--- src/design/assert_macros.svh ---
// Assertion macros shared by the balance tilt controller modules
`ifndef ASSERT_MACROS_SVH
`define ASSERT_MACROS_SVH

// Check that an expression holds at every clock edge out of reset
`define ASSERT_ALWAYS(label, clk, rst_n, expr) \
    label: assert property (@(posedge clk) disable iff (!rst_n) (expr)) \
        else $error("assertion failed");

// Check that a condition implies a consequence in the same cycle
`define ASSERT_IMPLY(label, clk, rst_n, cond, cons) \
    label: assert property (@(posedge clk) disable iff (!rst_n) (cond) |-> (cons)) \
        else $error("assertion failed");

// Check that a condition implies a consequence in the next cycle
`define ASSERT_NEXT(label, clk, rst_n, cond, cons) \
    label: assert property (@(posedge clk) disable iff (!rst_n) (cond) |=> (cons)) \
        else $error("assertion failed");

`endif

--- src/design/btc_pkg.sv ---
// Types, constants and the arctangent table of the balance tilt controller
`timescale 1ns / 1ps

package btc_pkg;

    typedef struct packed {
        logic signed [15:0] gyro;
        logic signed [15:0] accel_y;
        logic signed [15:0] accel_z;
        logic signed [9:0]  speed;
    } t_item;

    localparam logic [2:0] REG_K_ANGLE    = 3'd0;
    localparam logic [2:0] REG_K_RATE     = 3'd1;
    localparam logic [2:0] REG_K_SPEED    = 3'd2;
    localparam logic [2:0] REG_K_POSITION = 3'd3;
    localparam logic [2:0] REG_ACCEL_Y_OFS = 3'd4;
    localparam logic [2:0] REG_ACCEL_Z_OFS = 3'd5;
    localparam logic [2:0] REG_GYRO_OFS   = 3'd6;
    localparam logic [2:0] REG_ENABLE     = 3'd7;

    localparam int ATAN_ENTRIES = 24;
    localparam logic signed [25:0] DEG90_Q16 = 26'sd5898240;
    localparam logic signed [17:0] W_OLD = 18'sd65274;
    localparam logic signed [9:0]  W_NEW = 10'sd262;
    localparam logic [31:0] TILT_HI = 32'd655360;
    localparam logic [31:0] TILT_LO = 32'd26215;
    localparam logic [47:0] DRIVE_MAX = 48'd255;
    localparam logic signed [23:0] TILT_OUT_MAX = 24'sd46080;
    localparam logic [16:0] RECIP_131 = 17'd32017;
    localparam int SHIFT_131 = 22;
    localparam logic [16:0] RECIP_10 = 17'd104857;
    localparam int SHIFT_10 = 20;

    function automatic logic [21:0] atan_q16(input logic [4:0] idx);
        logic [21:0] v;
        case (idx)
            5'd0:  v = 22'd2949120;
            5'd1:  v = 22'd1740967;
            5'd2:  v = 22'd919879;
            5'd3:  v = 22'd466945;
            5'd4:  v = 22'd234379;
            5'd5:  v = 22'd117304;
            5'd6:  v = 22'd58666;
            5'd7:  v = 22'd29335;
            5'd8:  v = 22'd14668;
            5'd9:  v = 22'd7334;
            5'd10: v = 22'd3667;
            5'd11: v = 22'd1833;
            5'd12: v = 22'd917;
            5'd13: v = 22'd458;
            5'd14: v = 22'd229;
            5'd15: v = 22'd115;
            5'd16: v = 22'd57;
            5'd17: v = 22'd29;
            5'd18: v = 22'd14;
            5'd19: v = 22'd7;
            5'd20: v = 22'd4;
            5'd21: v = 22'd2;
            5'd22: v = 22'd1;
            default: v = 22'd0;
        endcase
        return v;
    endfunction

endpackage

--- src/design/btc_front.sv ---
// Front end: takes sensor beats, removes calibration offsets, pushes to the queue
`timescale 1ns / 1ps

module btc_front (
    input  logic               i_valid,
    output logic               o_ready,
    input  logic [63:0]        i_data,
    input  logic signed [15:0] i_gyro_ofs,
    input  logic signed [15:0] i_accel_y_ofs,
    input  logic signed [15:0] i_accel_z_ofs,
    input  logic               i_q_full,
    output logic               o_push,
    output btc_pkg::t_item     o_item
);

    assign o_ready = !i_q_full;
    assign o_push  = i_valid && !i_q_full;

    always_comb begin
        o_item.gyro    = $signed(i_data[15:0]) - i_gyro_ofs;
        o_item.accel_y = $signed(i_data[31:16]) - i_accel_y_ofs;
        o_item.accel_z = $signed(i_data[47:32]) - i_accel_z_ofs;
        o_item.speed   = $signed(i_data[57:48]);
    end

endmodule

--- config.mk ---
export PLATFORM = sky130hd
export DESIGN_NAME = btc_front
export DESIGN_NICKNAME = d
export VERILOG_FILES = /design/src/design/assert_macros.svh /design/src/design/btc_pkg.sv /design/src/design/btc_front.sv
export SDC_FILE = /design/constraint.sdc
export NUM_CORES = 1
export LEC_CHECK = 0
export ABC_AREA = 1
export BUFFER_PORTS_ARGS = -buffer_cell sky130_fd_sc_hd__buf_2
export CAP_MARGIN = 20
export CORE_MARGIN = 3
export CORE_UTILIZATION = 42
export DETAILED_ROUTE_END_ITERATION = 6
export GPL_ROUTABILITY_DRIVEN = 0
export GPL_TIMING_DRIVEN = 1
export MAX_ROUTING_LAYER = met4
export PLACE_DENSITY = 0.8
export SETUP_SLACK_MARGIN = 0.15
export SYNTH_ARGS = -nofsm -noshare
export SYNTH_HDL_FRONTEND = slang
export SYNTH_SLANG_ARGS = --single-unit
--- constraint.sdc ---
create_clock -name vclk -period 1
set_input_delay 0 -clock vclk [all_inputs]
set_output_delay 0 -clock vclk [all_outputs]
set_load 0.05 [all_outputs]
==> reports/metrics.yaml, run 1 <==
start_util_pct: 43.7
status: "did not finish"
lastStage: "clock tree synthesis (4_1_cts)"
syn_inst: 596
syn-num-nets: 758
synth_cell_type_count: 17
seq_area_frac_synth_pct: 0
error: "[ERROR DPL-0038] Utilization greater than 100%, impossible to legalize"
syn_avg_cell_area_sq_um: 5.04
port_buffers: 148
post_cts_buffers: 12
rows: 30
pin_count: 174
ctsHoldBuffers: 0
syn-cell-area_sq_mm: 0.00300
die_h_um: 90.6
die_x_um: 90.6
hpwl_mm: 9.30
cts_resized: 298
yosys_warnings: 0
==> synth_stat cells (3+ instances only) <==
| cell | number | area share, % |
|---|---|---|
| buf_4 | 10 | 2.5 |
| inv_1 | 167 | 21 |
| nand2_1 | 225 | 28 |
| xor2_1 | 17 | 5.0 |
| inv_2 | 4 | 0.50 |
| a21oi_1 | 30 | 5.0 |
| nand3_1 | 33 | 5.5 |
| nand4_1 | 6 | 1.2 |
| xnor2_1 | 7 | 2.0 |
| nor2_1 | 26 | 3.2 |
| nor3_1 | 4 | 0.67 |
| nand2_2 | 12 | 2.5 |
| fa_1 | 3 | 2.0 |
| ha_1 | 45 | 19 |
| nor3_2 | 5 | 1.7 |
==> cell families after synthesis <==
family	count (synthesis)	synth area share [%]
AOI/OAI and AO/OA	30	5.00
xor gates and xnor gates	24	7.00
adders and majority gates	48	20.7
buffers and inverters	181	23.9
and+or+nand+nor	313	43.4
==> metrics by stage <==
step / TNS (ps) / setup slack, ps / instances / instance area (sq um)
after detailed placement: -17460 / -551 / 890 / 5670
after floorplan: -4290 / -273 / 596 / 4370
after global placement: -15850 / -511 / 890 / 5670
==> inputs of run 2 (changes only) <==
Settings changed: CORE_UTILIZATION 42 to 40, MAX_ROUTING_LAYER met4 to not set, PLACE_DENSITY 0.8 to not set, PLACE_DENSITY_LB_ADDON set to 0.15, SETUP_SLACK_MARGIN 0.15 to not set.
Clock period 1 ns to 1.3 ns, I/O delays scaled along.
==> reports/metrics.yaml, run 2 <==
crit_chain: "buf_6 -> inv_2 -> ha_4 -> fa_2 -> inv_2 -> nand4_1 -> nand2_2 -> nand2_1 -> nand2_1 -> nand2_1 -> nand2_2 -> buf_8"
numSequentialCells: 0
start_util_pct: 42.8
p_sw_share_pct: 60.7
drt-initial-drc-count: 137
pwr-share-clk_pct: 0
drc: 0
die_h_um: 92.7
layout_worst_path_cycle_share_pct: 115
drive_gt1_share_pct: 52.1
seq_area_frac_synth_pct: 0
setup_viol: 14
layoutNonFillerInstCount: 889
vdd_drop_max_mv: 0.589
rsz0062_at_grt: "yes"
hold_end: "o_item[7]"
status: "complete, but fails checks"
grt_pass1_wl_mm: 16.7
required_ps: 1300
rows: 30
vias_per_cell: 4.82
switching_power_uw: 2540
diodes: 0
worstSetupPathType: "in -> out"
grt_pass1_vias: 4078
min_path_type: "in -> out"
synth_top_area_share_pct: 28.1
coreArea_sq_mm: 0.00702
stdcell_area_sq_mm: 0.00566
seqPwrFrac_pct: 0
gr-total-overflow: 0
crit_slowest_cell: "fa_2"
yosys_warnings: 0
wl_per_cell_um: 13.6
internal_power_uw: 1650
synth_area_leaders: "nand2_1 28%, inv_1 21%, ha_1 19%, nand3_1 5.5%, a21oi_1 5.0%"
port_buffers: 148
fmax_mhz: 668
fin_util_pct: 80.6
hp-start: "i_data[55]"
path_delay_family: "simple AND/OR/NAND/NOR gates"
slew_headroom_pct: 79.3
cp_slowest_stage_delay_ps: 370
synth_area_leader_cell: "nand2_1"
cp-end-kind: "output pin"
area_growth_pct: 88.4
period_minus_slack_ps: 1500
wl_mm: 12.1
grt_antenna_before_repair: 0
syn_avg_cell_area_sq_um: 5.04
cp.arrival_ps: 1500
grt_max_degree: 6
slew_viol_final: 0
cp.buffers_inverters: 4
postRouteAntennaNets: 0
violations: "setup timing"
layout_common_cells: "163 x nand2_1, 149 x inv_1, 108 x buf_2"
first_pass_iters: 4
start_kind: "input port"
power_density_mw_per_mm2: 740
critPathMaxFanout: 3
tightest_slew_ps: 310
dp.cells: 879
ff_latch_area_sq_um: 0
synthTopCellsByCount: "225 x nand2_1, 167 x inv_1, 45 x ha_1"
n_fill_cell: 460
power_frac_comb_pct: 100.0
layout_commonest_cell: "nand2_1"
syn-cell-area_sq_mm: 0.00300
nClkBuffers: 0
p_leak_uw: 0.00332
die_x_um: 92.7
dieArea_sq_mm: 0.00859
fin_nets: 957
synth_cell_type_count: 17
syn_inst: 596
cap_viol_max_count: 0
setup_slack_ps: -197
track_usage_pct: 22.5
hpwl_mm: 7.66
place_area_sq_mm: 0.00442
yosysMostFrequentCell: "nand2_1"
cp_common_cell: "nand2_1"
vias: 4286
hold_viol: 0
hold_depth: 0
syn-num-nets: 758
pin_count: 174
run 2: cell counts after synthesis:
Identical to the previous run, type by type.
run 2: per-stage QoR:
stage          TNS, ps  power [uW]  setup WS (ps)  hold slack [ps]
3_5_place_dp     -5500        3200           -322            0.370
3_3_place_gp     -4500        3140           -261            0.370
4_1_cts           -262        3690          -42.4            0.370
5_1_grt          -2530        4450           -198           0.0718
2_1_floorplan     -805        2400           -175              167
6_report         -1020        4190           -197           0.0220
run 2: repair_timing:
item,CTS,global route
resized for setup,133,136
pin swaps,25,60
hold buffers,0,0
gates cloned,0,0
buffers inserted,3,7
setup endpoints to repair,34,37
run 2: power groups by stage:
stage          clock network (uW)  registers, uW  logic (uW)
6_report                        0              0        4190
5_1_grt                         0              0        4450
4_1_cts                         0              0        3690
3_5_place_dp                    0              0        3200
3_3_place_gp                    0              0        3140
2_1_floorplan                   0              0        2400
run 2: worst max-delay path by stage:
stage / slack [ps] / depth (start not counted) / end / startpoint
2_1_floorplan: -170 / 4 / o_item[44] / i_data[0]
3_3_place_gp: -260 / 12 / o_item[56] / i_data[0]
3_5_place_dp: -320 / 12 / o_item[52] / i_data[0]
4_1_cts: -40 / 11 / o_item[52] / i_gyro_ofs[0]
5_1_grt: -200 / 11 / o_item[56] / i_gyro_ofs[0]
6_report: -200 / 12 / o_item[56] / i_data[0]
run 2: per-layer routing:
| layer | vias to the layer above | GRT usage [%] | wire length [um] |
|---|---|---|---|
| met5 | - | 0 | 0 |
| met4 | 0 | 2.93 | 196 |
| met3 | 28 | 1.95 | 761 |
| met2 | 177 | 46.9 | 6730 |
| met1 | 1946 | 24.6 | 4450 |
| li1 | 2135 | - | - |
run 2: cells by family (layout without fill, tap and decap cells):
group                    after synthesis  count (layout)  share of synthesized area [%]
XOR/XNOR                              24              24                           7.00
AND/OR/NAND/NOR                      313             313                           43.4
adder cells (fa/ha/maj)               48              48                           20.7
buffers and inverters                181             378                           23.9
AO/OA/AOI/OAI                         30              30                           5.00
run 2: final cells by class:
cell class         count  area, sq um  share of cell area, %
well taps             96          120                   2.12
repair buffers       207         1500                   26.5
multi-input cells    415         3390                   59.9
inverters            171          647                   11.4
Note: power is estimated with default switching activity, not from simulation.
