<file path="src/design/assert_macros.svh">
// Assertion macros shared by the balance tilt controller modules
`ifndef ASSERT_MACROS_SVH
`define ASSERT_MACROS_SVH

// Check that an expression holds at every clock edge out of reset
`define ASSERT_ALWAYS(label, clk, rst_n, expr) \
    label: assert property (@(posedge clk) disable iff (!rst_n) (expr)) \
        else $error("assertion failed");

// Check that a condition implies a consequence in the same cycle
`define ASSERT_IMPLY(label, clk, rst_n, cond, cons) \
    label: assert property (@(posedge clk) disable iff (!rst_n) (cond) |-> (cons)) \
        else $error("assertion failed");

// Check that a condition implies a consequence in the next cycle
`define ASSERT_NEXT(label, clk, rst_n, cond, cons) \
    label: assert property (@(posedge clk) disable iff (!rst_n) (cond) |=> (cons)) \
        else $error("assertion failed");

`endif

</file>
<file path="src/design/btc_pkg.sv">
// Types, constants and the arctangent table of the balance tilt controller
`timescale 1ns / 1ps

package btc_pkg;

    typedef struct packed {
        logic signed [15:0] gyro;
        logic signed [15:0] accel_y;
        logic signed [15:0] accel_z;
        logic signed [9:0]  speed;
    } t_item;

    localparam logic [2:0] REG_K_ANGLE    = 3'd0;
    localparam logic [2:0] REG_K_RATE     = 3'd1;
    localparam logic [2:0] REG_K_SPEED    = 3'd2;
    localparam logic [2:0] REG_K_POSITION = 3'd3;
    localparam logic [2:0] REG_ACCEL_Y_OFS = 3'd4;
    localparam logic [2:0] REG_ACCEL_Z_OFS = 3'd5;
    localparam logic [2:0] REG_GYRO_OFS   = 3'd6;
    localparam logic [2:0] REG_ENABLE     = 3'd7;

    localparam int ATAN_ENTRIES = 24;
    localparam logic signed [25:0] DEG90_Q16 = 26'sd5898240;
    localparam logic signed [17:0] W_OLD = 18'sd65274;
    localparam logic signed [9:0]  W_NEW = 10'sd262;
    localparam logic [31:0] TILT_HI = 32'd655360;
    localparam logic [31:0] TILT_LO = 32'd26215;
    localparam logic [47:0] DRIVE_MAX = 48'd255;
    localparam logic signed [23:0] TILT_OUT_MAX = 24'sd46080;
    localparam logic [16:0] RECIP_131 = 17'd32017;
    localparam int SHIFT_131 = 22;
    localparam logic [16:0] RECIP_10 = 17'd104857;
    localparam int SHIFT_10 = 20;

    function automatic logic [21:0] atan_q16(input logic [4:0] idx);
        logic [21:0] v;
        case (idx)
            5'd0:  v = 22'd2949120;
            5'd1:  v = 22'd1740967;
            5'd2:  v = 22'd919879;
            5'd3:  v = 22'd466945;
            5'd4:  v = 22'd234379;
            5'd5:  v = 22'd117304;
            5'd6:  v = 22'd58666;
            5'd7:  v = 22'd29335;
            5'd8:  v = 22'd14668;
            5'd9:  v = 22'd7334;
            5'd10: v = 22'd3667;
            5'd11: v = 22'd1833;
            5'd12: v = 22'd917;
            5'd13: v = 22'd458;
            5'd14: v = 22'd229;
            5'd15: v = 22'd115;
            5'd16: v = 22'd57;
            5'd17: v = 22'd29;
            5'd18: v = 22'd14;
            5'd19: v = 22'd7;
            5'd20: v = 22'd4;
            5'd21: v = 22'd2;
            5'd22: v = 22'd1;
            default: v = 22'd0;
        endcase
        return v;
    endfunction

endpackage

</file>
<file path="src/design/btc_queue.sv">
// Two-entry queue between the front and back ends
`timescale 1ns / 1ps
`include "assert_macros.svh"

module btc_queue (
    input  logic           i_clk,
    input  logic           i_rst_n,
    input  logic           i_push,
    input  btc_pkg::t_item i_item,
    output logic           o_full,
    input  logic           i_pop,
    output logic           o_valid,
    output btc_pkg::t_item o_item
);

    btc_pkg::t_item r_mem [2];
    logic       r_wr_ptr;
    logic       r_rd_ptr;
    logic [1:0] r_count;

    assign o_full  = (r_count == 2'd2);
    assign o_valid = (r_count != 2'd0);
    assign o_item  = r_mem[r_rd_ptr];

    always_ff @(posedge i_clk) begin
        if (i_push) begin
            r_mem[r_wr_ptr] <= i_item;
        end
    end

    always_ff @(posedge i_clk) begin
        if (!i_rst_n) begin
            r_wr_ptr <= 1'b0;
            r_rd_ptr <= 1'b0;
            r_count  <= 2'd0;
        end else begin
            if (i_push) begin
                r_wr_ptr <= !r_wr_ptr;
            end
            if (i_pop) begin
                r_rd_ptr <= !r_rd_ptr;
            end
            r_count <= r_count + {1'b0, i_push} - {1'b0, i_pop};
        end
    end

    `ASSERT_ALWAYS(a_count_range, i_clk, i_rst_n, r_count != 2'd3)
    `ASSERT_IMPLY(a_pop_nonempty, i_clk, i_rst_n, i_pop, r_count != 2'd0)
    `ASSERT_IMPLY(a_push_room, i_clk, i_rst_n, i_push, r_count != 2'd2)

endmodule

</file>
<file path="config.mk">
export PLATFORM = sky130hd
export DESIGN_NAME = btc_queue
export DESIGN_NICKNAME = d
export VERILOG_FILES = /design/src/design/btc_pkg.sv /design/src/design/btc_queue.sv
export VERILOG_INCLUDE_DIRS = /design/src /design/src/design
export SDC_FILE = /design/constraint.sdc
export NUM_CORES = 1
export LEC_CHECK = 0
export BUFFER_PORTS_ARGS = -buffer_cell sky130_fd_sc_hd__buf_2
export CAP_MARGIN = 25
export CORE_MARGIN = 2
export CORE_UTILIZATION = 56
export CTS_CLUSTER_SIZE = 20
export DETAILED_ROUTE_END_ITERATION = 12
export GPL_ROUTABILITY_DRIVEN = 0
export PLACE_DENSITY = 0.86
export SLEW_MARGIN = 20
export SYNTH_ARGS = -nofsm -noshare
export SYNTH_HDL_FRONTEND = slang
export SYNTH_SLANG_ARGS = --single-unit
</file>
<file path="constraint.sdc">
create_clock -name i_clk -period 5.2 [get_ports i_clk]
set_input_delay 0.52 -clock i_clk [delete_from_list [all_inputs] [get_ports i_clk]]
set_output_delay 0.52 -clock i_clk [all_outputs]
set_load 0.05 [all_outputs]
</file>
==> impl_metrics.csv, run 1 <==
group,metric,value,unit
placement,dp.cells,421,
global_routing,grt_max_degree,33,
routing,postRouteWirelength,7530,um
layout,num-fill-cells,453,
floorplanning,chipWidth,93.5,um
layout,nNetsFinal,402,
clocking,htreeDepth,4,
routing,vias,2306,
synthesis,synth_most_common_cell,"edfxtp_1",
worst_setup_path,end_kind,"output pin",
synthesis,synth_ff_type,"edfxtp_1",
routing,ant_nets,0,
layout,antenna_cells,0,
sta,setup_slack,2.15,ns
layout,drive_gt1_frac,0.615,
global_routing,grt_overflow,0,
synthesis,synthesis.nets,265,
synthesis,ys_ff_latch,121,
floorplanning,io-pin-count,122,
synthesis,async_flop_share,0,
clocking,cts_max_path_buffers,2,
layout,final-seq-area,3580,um2
clocking,cts_setup_buffers,0,
sta,finClkSkew,0.00477,ns
placement,io_buffers,121,
floorplanning,core_region_area,7730,um2
global_routing,grt_pass1_wl,11500,um
global_routing,grt_pass1_vias,2416,
global_routing,antenna_found_initial,0,
sta,period_minus_slack,3.05,ns
clocking,holdBufCountCts,0,
routing,routed_via_density,5.09,
sta,max-slew-margin-rel,0.468,
sta,finalCritPeriodShare,0.587,
routing,drt_iter0_drc,74,
placement,preCtsSetupSlack,2.68,ns
layout,area_growth,31.4,%
worst_setup_path,required,4.68,ns
clocking,clk_pin_slew,0.06,ns
clocking,cts_resized,0,
pwr,p_per_area,488,nW/um2
synthesis,synthCells,201,
routing,routedWlPerCell,16.6,um
pwr,p_leak,2.31,nW
clocking,cts_tree,"yes",
layout,stdcell_count,453,
synthesis,synth_area_leaders,"edfxtp_1 (78%), mux2_2 (9.5%), mux2_4 (6.7%)",
sta,max_freq,328,MHz
flow_run,max-cap-violations,0,
min_path,hold_path_class,"input port to flip-flop",
clocking,cts_num_sinks,121,
sta,maxSlewViolCount,0,
worst_setup_path,arrival,2.53,ns
synthesis,syn_avg_cell_area,22.3,um2
layout,multi_input_area,857,um2
worst_setup_path,cp_max_fo,30,
synthesis,synth_edf_count,116,
synthesis,yosys-top-cells-count,"edfxtp_1 (116), mux2_2 (38), mux2_4 (20)",
sta,rsz0062_at_grt,"false",
routing,drt_pass1_iterations,4,
synthesis,syn_area,4490,um2
sta,setup_viol,0,
worst_setup_path,worstSetupStartpointType,"flip-flop",
global_routing,track_usage,0.183,
clocking,cts_made_buffers,17,
synthesis,yosysUniqueCellTypes,14,
clocking,root_buffer,"clkbuf_8",
sta,hold_viol_final,0,
synthesis,ys_warn_count,0,
synthesis,synth_top_area_frac,0.776,
floorplanning,initial_utilization,0.581,
synthesis,yosysTopAreaCell,"edfxtp_1",
floorplanning,fp.dieArea,8750,um2
placement,hpwl,4630,um
synthesis,ys_seq_area_frac,0.798,
routing,post-route-drc-count,0,
floorplanning,fp-row-count,32,
clocking,insertion_delay,0.50,ns
sta,fin_tns_setup,0,ns
outcome,run_status,"finished clean",
worst_setup_path,path_class,"flip-flop to output pin",
pwr,ir_worst_vdd,0.360,mV
sta,worst_slew_pin_slew,0.798,ns
floorplanning,die-height,93.5,um
## registers in the layout (all words and copies together), names as in the netlist, named ones only
register and flops:
r_mem 116, r_wr_ptr 1, r_count 2, r_rd_ptr 1
## cell families (layout without fill, tap and decap cells)
| group | after synthesis | count (layout) | share of synthesized area |
|---|---|---|---|
| buf+inv | 8 | 158 | 0.0125 |
| simple gates | 9 | 9 | 0.0125 |
| flops | 121 | 121 | 0.798 |
| xor+xnor | 2 | 2 | 0.00697 |
| fa+ha+maj | 2 | 2 | 0.00557 |
| compound gates | 1 | 1 | 0.00167 |
| mux | 58 | 58 | 0.162 |
## final timing paths
check / startpoint / endpoint / slack, ns / depth (start not counted)
max: flip-flop / o_item[33] / 2.15 / 3
min: i_item[36] / r_mem[1][36]$_DFFE_PP_ / 0.20 / 1
max reg2reg: r_wr_ptr$_SDFFE_PN0P_ / r_mem[0][1]$_DFFE_PP_ / 3.35 / 2
min reg2reg: r_rd_ptr$_SDFFE_PN0P_ / flip-flop / 0.59 / 2
## critical path, stage by stage, from the launching register on
cell and delay (ns):
dfxtp_2 0.84, buf_4 0.53, mux2_2 0.40, buf_2 0.22
## cell type report
class / count / area share
sequential: 121 / 0.608
multi-input combinational: 72 / 0.145
timing repair buffer: 124 / 0.107
clock buffer: 21 / 0.0762
clock inverter: 11 / 0.0410
tap: 102 / 0.0216
inverter: 2 / 0.00127
## per-stage QoR
stage	hold slack, ns	total power [W]	instance area [um2]	utilization
4_1_cts	0.176	0.00290	5900	0.763
6_report	0.204	0.00288	5900	0.763
3_3_place_gp	0.561	0.00155	5200	0.674
3_5_place_dp	0.570	0.00156	5200	0.674
2_1_floorplan	0.555	0.00147	4490	-
5_1_grt	0.179	0.00296	5900	0.763
## report_power, final
group / switching (W) / leakage [nW] / total [W] / internal (W)
Combinational: 0.000262 / 0.859 / 0.000384 / 0.000122
Clock: 0.000390 / 0.325 / 0.00134 / 0.000949
Sequential: 0.0000252 / 1.13 / 0.00115 / 0.00113
Total: 0.000677 / 2.31 / 0.00288 / 0.00220
## placed cells by master (no fill, tap or decap), drive strengths merged
master,instances
buf,124
clkinv,1
xor2,1
ha,2
edfxtp,116
mux2,58
nor2b,4
and2,4
inv,2
clkbuf,21
or2,1
dfxtp,5
o21a,1
xnor3,1
bufinv,7
clkinvlp,3
## routing by layer
metal	up-vias	global-route usage	part of all wire
met5	-	0	0
met4	0	0.0772	0.013
met3	10	0.0814	0.082
met2	111	0.297	0.50
met1	1114	0.213	0.40
li1	1071	-	-
No activity file was read; power rests on OpenSTA's default activity.
==> run 2: changes to the inputs <==
- ABC_AREA: unset -> 1
- CORE_UTILIZATION: 56 -> 47
- PLACE_DENSITY: 0.86 -> 0.78
- clock period: 5.2 -> 2.6 ns (I/O delays scaled with it)
==> run 2 against run 1 <==
Non-clock buffer count increased by 62; combinational power increased by 98%; critical path type unchanged; highest routed layer unchanged; routed wire length up 13%; largest cell class unchanged.
==> impl_metrics.csv, run 2 <==
group,metric,value,unit
clocking,htreeDepth,4,
layout,area_growth,44.1,%
worst_setup_path,worst_path_dominant_cell_family,"buffers and inverters",
placement,dp.cells,463,
layout,stdcell_count,554,
worst_setup_path,cp_max_fo,20,
global_routing,grt_overflow,0,
layout,drive_gt1_frac,0.508,
global_routing,grt_max_degree,31,
synthesis,synthCells,213,
worst_setup_path,r2r_setup_slack,1.30,ns
layout,final-seq-area,3590,um2
worst_setup_path,required,2.34,ns
sta,hold_viol_final,0,
synthesis,synth_ff_type,"edfxtp_1",
synthesis,syn_avg_cell_area,21.1,um2
worst_setup_path,slowest_delay,0.52,ns
flow_run,max-cap-violations,0,
synthesis,ys_warn_count,0,
min_path,holdPathStages,3,
sta,finalCritPeriodShare,0.858,
clocking,root_buffer,"clkbuf_8",
floorplanning,fp.dieArea,10300,um2
pwr,p_leak,2.57,nW
floorplanning,die-height,102,um
synthesis,synth_edf_count,116,
routing,drt_pass1_iterations,7,
floorplanning,core_region_area,9240,um2
pwr,p_total,0.00539,W
synthesis,ys_seq_area_frac,0.799,
pwr,p_per_area,834,nW/um2
synthesis,yosysTopAreaCell,"edfxtp_1",
placement,hpwl,5040,um
min_path,hold_path_class,"input port to flip-flop",
global_routing,antenna_found_initial,0,
worst_setup_path,crit_chain,"buf_4 -> mux2_2 -> buf_2",
pwr,ir_worst_vdd,0.553,mV
worst_setup_path,crit_path_top_delay_cell,"dfxtp_4",
layout,top_register,"r_mem",
synthesis,ys_ff_latch,121,
sta,rsz0062_at_grt,"false",
routing,post-route-drc-count,0,
synthesis,synthesis.nets,277,
sta,period_minus_slack,2.23,ns
placement,io_buffers,121,
worst_setup_path,arrival,1.97,ns
routing,routedWlPerCell,15.3,um
synthesis,syn_area,4490,um2
synthesis,yosys-top-cells-count,"edfxtp_1 (116), mux2_2 (38), mux2_4 (20)",
clocking,clk_pin_slew,0.06,ns
layout,final_cell_mix,"buf_2 (121), edfxtp_1 (116), dlygate4sd3_1 (59)",
clocking,cts_tree,"yes",
sta,worst_slew_pin_slew,0.414,ns
layout,nNetsFinal,476,
placement,preCtsSetupSlack,0.866,ns
worst_setup_path,worstSetupStartpointType,"flip-flop",
floorplanning,initial_utilization,0.485,
routing,postRouteWirelength,8500,um
clocking,cts_num_sinks,121,
synthesis,synth_area_leaders,"edfxtp_1 (78%), mux2_2 (9.5%), mux2_4 (6.7%)",
layout,largest_reg_flops,116,
sta,finClkSkew,0.00856,ns
outcome,run_status,"finished clean",
worst_setup_path,end_kind,"output pin",
worst_setup_path,cp_num_cells,3,
clocking,insertion_delay,0.50,ns
worst_setup_path,path_class,"flip-flop to output pin",
floorplanning,chipWidth,102,um
clocking,cts_made_buffers,17,
worst_setup_path,crit_buf_inv,2,
floorplanning,io-pin-count,122,
sta,setup_slack,0.370,ns
routing,vias,2604,
clocking,cts_setup_buffers,0,
sta,maxSlewViolCount,0,
routing,ant_nets,0,
layout,top_regs,"r_mem: 116 flops, r_count: 2 flops",
sta,setup_viol,0,
sta,fin_tns_setup,0,ns
synthesis,synth_top_area_frac,0.777,
sta,max_freq,448,MHz
routing,routed_via_density,4.70,
layout,final_common_cell,"buf_2",
global_routing,track_usage,0.174,
synthesis,yosysUniqueCellTypes,12,
routing,drt_iter0_drc,99,
layout,num-fill-cells,586,
layout,multi_input_area,835,um2
synthesis,async_flop_share,0,
global_routing,grt_pass1_vias,2820,
synthesis,synth_most_common_cell,"edfxtp_1",
clocking,cts_max_path_buffers,2,
worst_setup_path,worst-r2r-cell-count,3,
sta,max-slew-margin-rel,0.724,
global_routing,grt_pass1_wl,13100,um
floorplanning,fp-row-count,35,
layout,antenna_cells,0,
==> run 2: cell types whose count changed in the layout (fill, tap and decap cells not counted), sizes merged, moves of 3 or more <==
cell         before  now
dlygate4sd3       0   59
nand2             0    9
clkinv            1    9
nor2              0    8
inv               2    7
and2              4    0
nor2b             4    0
buf             124  127
bufinv            7    4
clkinvlp          3    0
==> run 2: stage by stage <==
stage | cell area (um2) | hold slack, ns | util
6_report | 6460 | 0.0513 | 0.699
2_1_floorplan | 4490 | 0.353 | -
3_5_place_dp | 5270 | 0.451 | 0.571
4_1_cts | 6460 | 0.0296 | 0.699
3_3_place_gp | 5270 | 0.447 | 0.571
5_1_grt | 6460 | 0.0397 | 0.699
==> run 2: final cells by class <==
type                            count  area share
Sequential cell                   121       0.555
Clock inverter                     13      0.0275
Multi-Input combinational cell     79       0.129
Tap cell                          129      0.0250
Inverter                            7     0.00407
Timing Repair Buffer              186       0.194
Clock buffer                       19      0.0652
==> run 2: final timing paths <==
path	startpoint	to
max reg2reg	r_wr_ptr$_SDFFE_PN0P_	r_mem[1][3]$_DFFE_PP_
max	flip-flop	o_item[22]
min	i_pop	r_rd_ptr$_SDFFE_PN0P_
min reg2reg	r_rd_ptr$_SDFFE_PN0P_	r_rd_ptr$_SDFFE_PN0P_
==> run 2: what timing repair did <==
action | CTS | global route
setup endpoints to repair | 0 | 0
hold buffers | 59 | 0
hold endpoints to repair | 118 | 0
gates resized for setup | 0 | 0
==> run 2: kinds of logic after synthesis <==
kind of cell	after synthesis	synth area share
AOI/OAI and AO/OA	1	0.00111
adders and majority gates	2	0.00558
buffers and inverters	13	0.0167
DFF	121	0.799
muxes	58	0.162
and+or+nand+nor	18	0.0153
==> run 2: worst min-delay path, delay by kind of cell <==
family / cells / cell delay [ns]
AND/OR/NAND/NOR: 2 / 0.14
buffers and inverters: 1 / 0.11
==> run 2: where the power goes <==
group          internal, W  switching (W)  total, W
clock network      0.00155       0.000789   0.00234
logic             0.000266       0.000494  0.000760
registers          0.00226      0.0000371   0.00229
total              0.00407        0.00132   0.00539
==> run 2: metal layers <==
layer,part of all wire,GRT usage,up-vias
li1,-,-,1230
met1,0.40,0.185,1272
met2,0.54,0.313,91
met3,0.056,0.0607,11
met4,0.012,0.0738,0
met5,0,0,-
==> run 3: changes to the inputs <==
- CORE_UTILIZATION: 47 -> 49
- CTS_BUF_LIST: unset -> sky130_fd_sc_hd__clkbuf_4 sky130_fd_sc_hd__clkbuf_8
- PLACE_DENSITY: 0.78 -> 0.8
==> run 3 against run 2 <==
Die area decreased by 3.9%; worst hold slack got worse by 0.011 ns; global-route usage decreased by 2.1 points; first-iteration DRC count increased by 10%; critical path depth unchanged; total power decreased by 16%; sequential share of layout area increased by 7.9 points; critical path type unchanged; via count decreased by 11%; setup slack improved by 0.19 ns; register-to-register slack got worse by 0.12 ns; fmax increased by 9.4%.
==> impl_metrics.csv, run 3 (synthesis gave the netlist of run 2 again) <==
group,metric,value,unit
layout,top_register,"r_mem",
floorplanning,io-pin-count,122,
routing,vias,2307,
routing,routed_via_density,4.86,
floorplanning,fp.dieArea,9940,um2
clocking,cts_made_buffers,17,
routing,drt_pass1_iterations,4,
clocking,cts_tree,"yes",
placement,io_buffers,121,
layout,antenna_cells,0,
global_routing,grt_pass1_vias,2412,
floorplanning,initial_utilization,0.509,
worst_setup_path,worstSetupStartpointType,"flip-flop",
sta,finClkSkew,0.00656,ns
global_routing,antenna_found_initial,0,
sta,rsz0062_at_grt,"false",
floorplanning,die-height,99.7,um
worst_setup_path,r2r_setup_slack,1.18,ns
pwr,p_leak,2.22,nW
layout,final_cell_mix,"buf_2 (121), edfxtp_1 (116), mux2_2 (38)",
pwr,ir_worst_vdd,0.500,mV
sta,period_minus_slack,2.04,ns
layout,top_regs,"r_mem: 116 flops, r_count: 2 flops",
pwr,p_per_area,805,nW/um2
sta,setup_viol,0,
clocking,root_buffer,"clkbuf_8",
floorplanning,chipWidth,99.7,um
routing,post-route-drc-count,0,
layout,final_common_cell,"buf_2",
floorplanning,fp-row-count,34,
floorplanning,core_region_area,8810,um2
sta,max_freq,491,MHz
routing,ant_nets,0,
min_path,hp-start,"i_item[9]",
sta,worst_slew_pin_slew,0.427,ns
sta,finalCritPeriodShare,0.784,
clocking,clk_pin_slew,0.07,ns
routing,drt_iter0_drc,109,
global_routing,grt_pass1_wl,11300,um
sta,fin_tns_setup,0,ns
layout,stdcell_count,475,
global_routing,grt_max_degree,33,
placement,dp.cells,442,
clocking,cts_setup_buffers,0,
sta,hold_viol_final,0,
layout,nNetsFinal,418,
clocking,cts_num_sinks,121,
layout,final_util,0.642,
clocking,holdBufCountCts,0,
clocking,htreeDepth,4,
routing,postRouteWirelength,7400,um
min_path,hold_path_class,"input port to flip-flop",
routing,routedWlPerCell,15.6,um
sta,maxSlewViolCount,0,
layout,largest_reg_flops,116,
worst_setup_path,cp_max_fo,15,
sta,max-slew-margin-rel,0.715,
placement,hpwl,4910,um
placement,preCtsSetupSlack,0.963,ns
worst_setup_path,path_class,"flip-flop to output pin",
clocking,cts_max_path_buffers,2,
clocking,cts_resized,0,
outcome,run_status,"finished clean",
worst_setup_path,required,2.34,ns
worst_setup_path,end_kind,"output pin",
layout,area_growth,26.1,%
clocking,insertion_delay,0.40,ns
flow_run,max-cap-violations,0,
layout,drive_gt1_frac,0.594,
worst_setup_path,arrival,1.78,ns
sta,setup_slack,0.562,ns
worst_setup_path,r2r_start,"r_wr_ptr$_SDFFE_PN0P_",
global_routing,grt_overflow,0,
global_routing,track_usage,0.153,
==> run 3: changes by cell type in the layout (fill, tap and decap cells not counted), sizes merged <==
| cell | delta |
|---|---|
| clkbuf | -2 |
| clkinvlp | +6 |
| dlygate4sd3 | -58 |
| clkinv | -4 |
| bufinv | -2 |
| inv | +2 |
==> run 3: final cells by class <==
cell class | instances | area, um2
sequential | 121 | 3590
fill | 635 | 3150
multi-input combinational | 79 | 835
timing repair buffer | 128 | 686
clock buffer | 17 | 234
clock inverter | 15 | 153
tap | 108 | 135
inverter | 7 | 26.3
==> run 3: critical path, cell delays in order (launching register included) <==
cell     delay (ns)
dfxtp_4        0.48
buf_4          0.31
mux2_2         0.37
buf_2          0.21
==> run 3: path summary, 6_finish.rpt <==
kind / cells past startpoint / endpoint
min reg2reg: 2 / flip-flop
max reg2reg: 3 / r_mem[1][4]$_DFFE_PP_
min: 1 / r_mem[0][9]$_DFFE_PP_
max: 3 / o_item[4]
==> run 3: routing by layer <==
layer / GRT usage / routed length (um)
met4: 0.0495 / 51
met3: 0.0583 / 368
met1: 0.181 / 3140
met5: 0 / 0
met2: 0.259 / 3840
==> run 3: through the flow <==
step / power (W) / instance area, um2 / hold WS (ns)
2_1_floorplan: 0.00284 / 4490 / 0.353
3_3_place_gp: 0.00301 / 5260 / 0.447
3_5_place_dp: 0.00302 / 5260 / 0.452
4_1_cts: 0.00461 / 5650 / 0.00692
5_1_grt: 0.00473 / 5660 / 0.00224
6_report: 0.00455 / 5660 / 0.0403
==> run 3: where the power goes <==
part,switching [W],internal [W]
Clock,0.000726,0.000849
Combinational,0.000481,0.000212
Sequential,0.0000324,0.00225
Total,0.00124,0.00331
